==> src/rtl/psf_pkg.sv <==
// Package for the planar span fill block: shared constants and the
// controller/datapath command and status structures. No dependencies.
package psf_pkg;

  // Default ceiling on bytes per scan line used in address arithmetic
  localparam int MAX_ROW_BYTES_DEF = 64;

  // Field widths
  localparam int X_W      = 9;
  localparam int ROW_W    = 9;
  localparam int COLOUR_W = 4;
  localparam int ADDR_W   = 16;
  localparam int MASK_W   = 8;
  localparam int RB_W     = 7;
  localparam int BYTE_W   = X_W - 3;

  // Result kinds
  localparam logic KIND_MEM = 1'b0;
  localparam logic KIND_REG = 1'b1;

  // Request kinds
  localparam logic ACT_SPAN = 1'b0;
  localparam logic ACT_FLIP = 1'b1;

  // Display controller start address registers
  localparam logic [ADDR_W-1:0] REG_START_HIGH = 16'h000C;
  localparam logic [ADDR_W-1:0] REG_START_LOW  = 16'h000D;

  localparam logic [MASK_W-1:0] FULL_MASK = 8'hFF;

  // Configuration register indexes
  localparam int CFG_IDX_W = 8;
  localparam logic [CFG_IDX_W-1:0] CFG_ROW_BYTES      = 8'd0;
  localparam logic [CFG_IDX_W-1:0] CFG_DOUBLE_BUFFER  = 8'd1;
  localparam logic [CFG_IDX_W-1:0] CFG_PAGE_ZERO_BASE = 8'd2;
  localparam logic [CFG_IDX_W-1:0] CFG_PAGE_ONE_BASE  = 8'd3;

  // Controller to datapath
  typedef struct packed {
    logic load;   // capture an accepted request
    logic calc;   // form the scan line address
    logic emit;   // load the output register with the next result
  } psf_cmd_t;

  // Datapath to controller
  typedef struct packed {
    logic in_flip;   // request on the input is a flip
    logic flip_en;   // double buffering is on
    logic out_free;  // output register can take a result this cycle
    logic final_res; // result being formed is the last of its request
  } psf_stat_t;

endpackage

==> src/rtl/planar_span_fill_with_page_flip_top.sv <==
// Planar span fill with page flip, top level. Depends on psf_pkg, psf_ctrl, psf_dp.
// Flow: an accepted request is captured, its scan line address is registered, and
// its results then pass through the output register in turn, one per cycle while
// the receiver keeps up; one request at a time, set by the output register and the
// address step before it. A flip with one page in use gives no result.
// Reset (rst, synchronous): registers return to their defaults, page zero shown.
module planar_span_fill_with_page_flip_top import psf_pkg::*; #(
  parameter int MAX_ROW_BYTES = MAX_ROW_BYTES_DEF
) (
  input  logic                 clk,
  input  logic                 rst,
  // Configuration writes
  input  logic                 cfg_valid,
  output logic                 cfg_ready,
  input  logic [CFG_IDX_W-1:0] cfg_index,
  input  logic [15:0]          cfg_data,
  // Requests
  input  logic                 s_axis_tvalid,
  output logic                 s_axis_tready,
  input  logic [31:0]          s_axis_tdata,  // x_first, x_second, row, colour, pad
  input  logic                 s_axis_tuser,  // action
  // Results
  output logic                 m_axis_tvalid,
  input  logic                 m_axis_tready,
  output logic [31:0]          m_axis_tdata,  // target, payload, pen, pad
  output logic                 m_axis_tuser,  // kind
  output logic                 m_axis_tlast
);

  psf_cmd_t  cmd;
  psf_stat_t stat;

  psf_ctrl u_ctrl (
    .clk           (clk),
    .rst           (rst),
    .s_axis_tvalid (s_axis_tvalid),
    .s_axis_tready (s_axis_tready),
    .stat          (stat),
    .cmd           (cmd)
  );

  psf_dp #(
    .MAX_ROW_BYTES (MAX_ROW_BYTES)
  ) u_dp (
    .clk           (clk),
    .rst           (rst),
    .cfg_valid     (cfg_valid),
    .cfg_ready     (cfg_ready),
    .cfg_index     (cfg_index),
    .cfg_data      (cfg_data),
    .s_axis_tdata  (s_axis_tdata),
    .s_axis_tuser  (s_axis_tuser),
    .m_axis_tvalid (m_axis_tvalid),
    .m_axis_tready (m_axis_tready),
    .m_axis_tdata  (m_axis_tdata),
    .m_axis_tuser  (m_axis_tuser),
    .m_axis_tlast  (m_axis_tlast),
    .cmd           (cmd),
    .stat          (stat)
  );

endmodule

==> src/rtl/psf_ctrl.sv <==
// Controller for the planar span fill block: sequences capture, address
// calculation and result emission. Depends on psf_pkg.
module psf_ctrl import psf_pkg::*; (
  input  logic      clk,
  input  logic      rst,
  input  logic      s_axis_tvalid,
  output logic      s_axis_tready,
  input  psf_stat_t stat,
  output psf_cmd_t  cmd
);

  localparam logic [1:0] ST_IDLE = 2'd0;
  localparam logic [1:0] ST_CALC = 2'd1;
  localparam logic [1:0] ST_EMIT = 2'd2;

  logic [1:0] state, state_next;
  logic       accept;

  assign s_axis_tready = (state == ST_IDLE);
  assign accept        = s_axis_tvalid & s_axis_tready;

  // Decode commands and the next state
  always_comb begin
    state_next = state;
    cmd        = '0;
    unique case (state)
      ST_IDLE: begin
        if (accept) begin
          cmd.load = 1'b1;
          // drop a flip when only one page is in use
          if (!(stat.in_flip && !stat.flip_en)) state_next = ST_CALC;
        end
      end
      ST_CALC: begin
        cmd.calc   = 1'b1;
        state_next = ST_EMIT;
      end
      ST_EMIT: begin
        if (stat.out_free) begin
          cmd.emit = 1'b1;
          if (stat.final_res) state_next = ST_IDLE;
        end
      end
      default: state_next = ST_IDLE;
    endcase
  end

  always_ff @(posedge clk) begin
    if (rst) state <= ST_IDLE;
    else     state <= state_next;
  end

endmodule

==> src/rtl/psf_dp.sv <==
// Datapath for the planar span fill block: configuration registers, shown
// page, request capture, line address, byte counter and output register.
// Depends on psf_pkg.
module psf_dp import psf_pkg::*; #(
  parameter int MAX_ROW_BYTES = MAX_ROW_BYTES_DEF
) (
  input  logic                 clk,
  input  logic                 rst,
  input  logic                 cfg_valid,
  output logic                 cfg_ready,
  input  logic [CFG_IDX_W-1:0] cfg_index,
  input  logic [15:0]          cfg_data,
  input  logic [31:0]          s_axis_tdata,
  input  logic                 s_axis_tuser,
  output logic                 m_axis_tvalid,
  input  logic                 m_axis_tready,
  output logic [31:0]          m_axis_tdata,
  output logic                 m_axis_tuser,
  output logic                 m_axis_tlast,
  input  psf_cmd_t             cmd,
  output psf_stat_t            stat
);

  localparam logic [RB_W-1:0] RB_MAX = RB_W'(MAX_ROW_BYTES);

  // Configuration and page state
  logic [RB_W-1:0]   row_bytes;
  logic              double_buffer;
  logic [ADDR_W-1:0] page_zero_base;
  logic [ADDR_W-1:0] page_one_base;
  logic              shown_page;

  // Captured request
  logic                action;
  logic [X_W-1:0]      xa, xb;
  logic [ROW_W-1:0]    row;
  logic [COLOUR_W-1:0] pen;
  logic [ADDR_W-1:0]   line;
  logic [BYTE_W-1:0]   cnt;

  // Output register
  logic                out_valid;
  logic                out_kind;
  logic                out_last;
  logic [ADDR_W-1:0]   out_target;
  logic [MASK_W-1:0]   out_payload;
  logic [COLOUR_W-1:0] out_pen;

  logic [X_W-1:0]      in_x1, in_x2;
  logic [ROW_W-1:0]    in_row;
  logic [COLOUR_W-1:0] in_colour;
  logic [RB_W-1:0]     rb_sat;
  logic [ADDR_W-1:0]   draw_base, flip_base, product;
  logic [BYTE_W-1:0]   bl, br;
  logic [MASK_W-1:0]   lmask, rmask, span_mask;
  logic                final_res;
  logic [ADDR_W-1:0]   res_target;
  logic [MASK_W-1:0]   res_payload;
  logic [COLOUR_W-1:0] res_pen;

  assign in_x1     = s_axis_tdata[8:0];
  assign in_x2     = s_axis_tdata[17:9];
  assign in_row    = s_axis_tdata[26:18];
  assign in_colour = s_axis_tdata[30:27];

  assign cfg_ready = 1'b1;

  // Write configuration registers; ignore unknown indexes
  always_ff @(posedge clk) begin
    if (rst) begin
      row_bytes      <= 7'd40;
      double_buffer  <= 1'b1;
      page_zero_base <= 16'd0;
      page_one_base  <= 16'd8000;
    end else if (cfg_valid && cfg_ready) begin
      unique case (cfg_index)
        CFG_ROW_BYTES:      row_bytes      <= cfg_data[RB_W-1:0];
        CFG_DOUBLE_BUFFER:  double_buffer  <= cfg_data[0];
        CFG_PAGE_ZERO_BASE: page_zero_base <= cfg_data;
        CFG_PAGE_ONE_BASE:  page_one_base  <= cfg_data;
        default: ;
      endcase
    end
  end

  // Address arithmetic
  assign rb_sat    = (row_bytes > RB_MAX) ? RB_MAX : row_bytes;
  assign draw_base = (double_buffer && !shown_page) ? page_one_base : page_zero_base;
  assign flip_base = shown_page ? page_zero_base : page_one_base;
  assign product   = {{(ADDR_W-ROW_W){1'b0}}, row} * {{(ADDR_W-RB_W){1'b0}}, rb_sat};

  assign bl        = xa[X_W-1:3];
  assign br        = xb[X_W-1:3];
  assign lmask     = FULL_MASK >> xa[2:0];
  assign rmask     = FULL_MASK << (3'd7 - xb[2:0]);

  // Pick the mask for the current byte
  always_comb begin
    if (bl == br)       span_mask = lmask & rmask;
    else if (cnt == bl) span_mask = lmask;
    else if (cnt == br) span_mask = rmask;
    else                span_mask = FULL_MASK;
  end

  // Form the next result
  always_comb begin
    if (action == ACT_FLIP) begin
      final_res   = cnt[0];
      res_target  = cnt[0] ? REG_START_HIGH : REG_START_LOW;
      res_payload = cnt[0] ? flip_base[15:8] : flip_base[7:0];
      res_pen     = '0;
    end else begin
      final_res   = (cnt == br);
      res_target  = line + {{(ADDR_W-BYTE_W){1'b0}}, cnt};
      res_payload = span_mask;
      res_pen     = pen;
    end
  end

  // Capture the request with its ends in order
  always_ff @(posedge clk) begin
    if (cmd.load) begin
      action <= s_axis_tuser;
      row    <= in_row;
      pen    <= in_colour;
      if (in_x2 < in_x1) begin
        xa <= in_x2;
        xb <= in_x1;
      end else begin
        xa <= in_x1;
        xb <= in_x2;
      end
    end
    if (cmd.calc) line <= draw_base + product;
  end

  // Advance the byte counter
  always_ff @(posedge clk) begin
    if (cmd.load) begin
      if (s_axis_tuser == ACT_FLIP)      cnt <= '0;
      else if (in_x2 < in_x1)            cnt <= in_x2[X_W-1:3];
      else                               cnt <= in_x1[X_W-1:3];
    end else if (cmd.emit) begin
      cnt <= cnt + 1'b1;
    end
  end

  // Toggle the shown page when a flip hands over its last result
  always_ff @(posedge clk) begin
    if (rst) shown_page <= 1'b0;
    else if (cmd.emit && final_res && action == ACT_FLIP) shown_page <= ~shown_page;
  end

  // Hold the result until the downstream side takes it
  always_ff @(posedge clk) begin
    if (rst) out_valid <= 1'b0;
    else if (cmd.emit) out_valid <= 1'b1;
    else if (m_axis_tready) out_valid <= 1'b0;
  end

  always_ff @(posedge clk) begin
    if (cmd.emit) begin
      out_kind    <= (action == ACT_FLIP) ? KIND_REG : KIND_MEM;
      out_last    <= final_res;
      out_target  <= res_target;
      out_payload <= res_payload;
      out_pen     <= res_pen;
    end
  end

  assign m_axis_tvalid = out_valid;
  assign m_axis_tuser  = out_kind;
  assign m_axis_tlast  = out_last;
  assign m_axis_tdata  = {4'b0, out_pen, out_payload, out_target};

  assign stat.in_flip   = s_axis_tuser;
  assign stat.flip_en   = double_buffer;
  assign stat.out_free  = !out_valid || m_axis_tready;
  assign stat.final_res = final_res;

endmodule

==> config.mk <==
export PLATFORM = sky130hd
export DESIGN_NAME = planar_span_fill_with_page_flip_top
export DESIGN_NICKNAME = d
export VERILOG_FILES = /design/src/rtl/psf_pkg.sv /design/src/rtl/planar_span_fill_with_page_flip_top.sv /design/src/rtl/psf_ctrl.sv /design/src/rtl/psf_dp.sv
export SDC_FILE = /design/constraint.sdc
export NUM_CORES = 1
export LEC_CHECK = 0
export ABC_AREA = 1
export BUFFER_PORTS_ARGS = -buffer_cell sky130_fd_sc_hd__buf_2
export CAP_MARGIN = 20
export CORE_ASPECT_RATIO = 1.5
export CORE_MARGIN = 1.5
export CORE_UTILIZATION = 35
export DETAILED_ROUTE_END_ITERATION = 10
export PLACE_DENSITY = 0.62
export SLEW_MARGIN = 5
export SYNTH_ARGS = -nofsm -noshare
export SYNTH_HDL_FRONTEND = slang
export SYNTH_HIERARCHICAL = 1
export SYNTH_SLANG_ARGS = --single-unit
==> constraint.sdc <==
create_clock -name clk -period 7.2 [get_ports clk]
set_input_delay 0.72 -clock clk [delete_from_list [all_inputs] [get_ports clk]]
set_output_delay 0.72 -clock clk [all_outputs]
set_load 0.03 [all_outputs]
==> impl_metrics.env <==
export IMPL_drcViolationCount=0
export IMPL_wirelength_um=21200
export IMPL_grt_pass1_wl_um=33700
export IMPL_relSlewSlack=0.365
export IMPL_clkSinkCount=128
export IMPL_diodes=0
export IMPL_max_cap_viol_count=0
export IMPL_antenna_found_initial=0
export IMPL_cts_made_buffers=17
export IMPL_hold_ws_ns=0.461
export IMPL_stdcell_area_um2=10100
export IMPL_total_leakage_power_nw=4.81
export IMPL_via_per_inst=4.79
export IMPL_grt_max_degree=40
export IMPL_clockBufferDepth=2
export IMPL_yosysMostFrequentCell="nand2_1"
export IMPL_rr_worst_depth=20
export IMPL_critPathCaptureType="flop"
export IMPL_grt_pass1_vias=6813
export IMPL_syn_to_final_growth_pct=14.9
export IMPL_hold_buffers=0
export IMPL_synth_area_leaders="edfxtp_1 29%, fa_1 11%, nand2_1 10%, dfxtp_1 10%, inv_1 8.9%"
export IMPL_die_w_um=132
export IMPL_run_status="finished clean"
export IMPL_die_area_um2=26100
export IMPL_synth_avg_cell_area_um2=8.17
export IMPL_synth_area_um2=8780
export IMPL_portBuffers=92
export IMPL_dp_cells=1466
export IMPL_finalCriticalPeriod_ns=5.35
export IMPL_synthArstFlopShare=0
export IMPL_arrival_ns=5.53
export IMPL_drv_slew=0
export IMPL_fin_nets=1323
export IMPL_min_period_over_period=0.743
export IMPL_ys_warnings_count=6
export IMPL_ys_seq_elements=128
export IMPL_required_ns=7.38
export IMPL_cts_resized=0
export IMPL_clk_pin_slew_ns=0.07
export IMPL_yosysTopAreaCell="edfxtp_1"
export IMPL_placed_area_um2=9490
export IMPL_antenna_left=0
export IMPL_critPathLaunchType="flop"
export IMPL_cts_tree="built"
export IMPL_grtUsageTotal=0.166
export IMPL_htreeDepth=4
export IMPL_root_buffer="clkbuf_16"
export IMPL_synth_edff_count=84
export IMPL_cts_setup_buffers=0
export IMPL_crit_fanout=6
export IMPL_setup_viol_count_final=0
export IMPL_peakVddDrop_v=0.000161
export IMPL_post_drt_wl_per_cell_um=14.2
export IMPL_critPathKind="flop to flop"
export IMPL_rsz0062_at_grt="no"
export IMPL_drtIter0Drc=542
export IMPL_finalSetupTns_ns=0
export IMPL_rows=70
export IMPL_gr_total_overflow=0
export IMPL_dr_total_vias=7185
export IMPL_ys_seq_area_frac=0.388
export IMPL_holdCritPathClass="flop to flop"
export IMPL_power_density_nw_per_um2=220
export IMPL_synthFlopType="edfxtp_1"
export IMPL_timing_final_ws_setup_ns=1.85
export IMPL_fmax_mhz=187
export IMPL_pin_count=99
export IMPL_synthTopCellsByCount="235 x nand2_1, 208 x inv_1, 102 x nor2_1"
export IMPL_clock_skew_ns=0.00728
export IMPL_stdcell_count=1499
export IMPL_total_power_mw=2.22
export IMPL_core_um2=24500
export IMPL_synth_top_area_share=0.287
export IMPL_place_ws_ns=1.88
export IMPL_clk_latency_ns=0.43
export IMPL_start_util=0.358
export IMPL_min_path_cells=2
export IMPL_dp_hpwl_um=16300
export IMPL_finish_utilization=0.411
export IMPL_die_y_um=197
export IMPL_worst_pin_slew_ns=0.950
export IMPL_drive_gt1_frac=0.121
export IMPL_gp_congestion=0.896
export IMPL_ys_types=44
export IMPL_first_pass_iters=6
export IMPL_final_hold_viol_count=0
export IMPL_synthCells=1075
-- per-layer routing --
layer,track usage,routed length (µm),vias up,part of all wire
li1,-,-,3588,-
met1,0.193,8910,3369,0.42
met2,0.298,10800,193,0.51
met3,0.0278,783,35,0.037
met4,0.0753,698,0,0.033
met5,0,0,-,0
-- path summary, 6_finish.rpt --
kind / startpoint / endpoint / slack (ns)
setup / recovery: u_dp/row_bytes[1]$_SDFFE_PP0P_ / u_dp/line[11]$_DFFE_PP_ / 1.85
hold / removal: u_dp/page_one_base[13]$_SDFFE_PP0P_ / u_dp/page_one_base[13]$_SDFFE_PP0P_ / 0.46
setup reg to reg: u_dp/row_bytes[1]$_SDFFE_PP0P_ / u_dp/line[11]$_DFFE_PP_ / 1.85
hold reg to reg: u_dp/page_one_base[13]$_SDFFE_PP0P_ / u_dp/page_one_base[13]$_SDFFE_PP0P_ / 0.46
-- cells by family (layout without fill, tap and decap cells) --
logic type,Yosys count,count (layout),synth area share
AND/OR/NAND/NOR,402,402,0.187
buffers and inverters,241,338,0.112
AO/OA/AOI/OAI,187,187,0.114
flip-flops,128,128,0.388
adder cells (fa/ha/maj),99,99,0.183
XOR/XNOR,16,16,0.0160
other,2,5,0.000855
-- critical path: stages, from the launching register on --
cell and delay (ns):
dfxtp_1 0.30, inv_1 0.08, nand2_1 0.06, o41ai_1 0.48, nand2_1 0.32, inv_1 0.21
nand2_1 0.09, fa_1 0.48, fa_1 0.55, inv_1 0.05, fa_1 0.53, inv_1 0.05
fa_1 0.52, inv_1 0.04, ha_1 0.34, a21oi_1 0.20, a21boi_0 0.41, nor2_1 0.11
nand2_1 0.08, nand2_1 0.06, xor2_1 0.14
-- flip-flops by register name, indices dropped and copies added, names as in the netlist, 6 cells and up --
signal and count:
u_dp/line 16, u_dp/out_target 16, u_dp/page_one_base 16, u_dp/page_zero_base 16, u_dp/row 9, u_dp/xa 9
u_dp/xb 9, u_dp/out_payload 8, u_dp/row_bytes 7, u_dp/cnt 6
-- final cells by class --
cell class / count / area [µm²]
multi-input combinational: 709 / 4410
inverter: 209 / 785
timing repair buffer: 97 / 518
clock buffer: 17 / 425
clock inverter: 15 / 146
sequential: 128 / 3400
fill: 2478 / 14400
tap: 324 / 405
-- cells in the final DEF (no fill, tap or decap), types with 3 or more instances in the layout --
master | synthesis | layout
fa_1 | 49 | 49
conb_1 | 2 | 5
buf_2 | 2 | 92
inv_1 | 208 | 208
buf_4 | 8 | 4
xnor2_1 | 6 | 6
edfxtp_1 | 84 | 84
dfxtp_1 | 44 | 44
o21ai_1 | 21 | 21
a21oi_1 | 75 | 75
nand2_1 | 235 | 235
ha_1 | 50 | 50
nand4_1 | 3 | 3
clkbuf_16 | 0 | 17
inv_6 | 0 | 5
nor2_1 | 102 | 102
xor2_1 | 10 | 10
o21ai_0 | 68 | 68
nand3_1 | 43 | 43
o211ai_1 | 5 | 5
nor3_1 | 7 | 7
inv_8 | 0 | 3
-- report_power, final --
part | switching (mW) | leakage [nW] | internal (mW)
clock | 0.379 | 0.281 | 0.458
sequential | 0.0389 | 1.15 | 0.855
combinational | 0.317 | 3.39 | 0.177
Power figures use the tool's default switching activity.
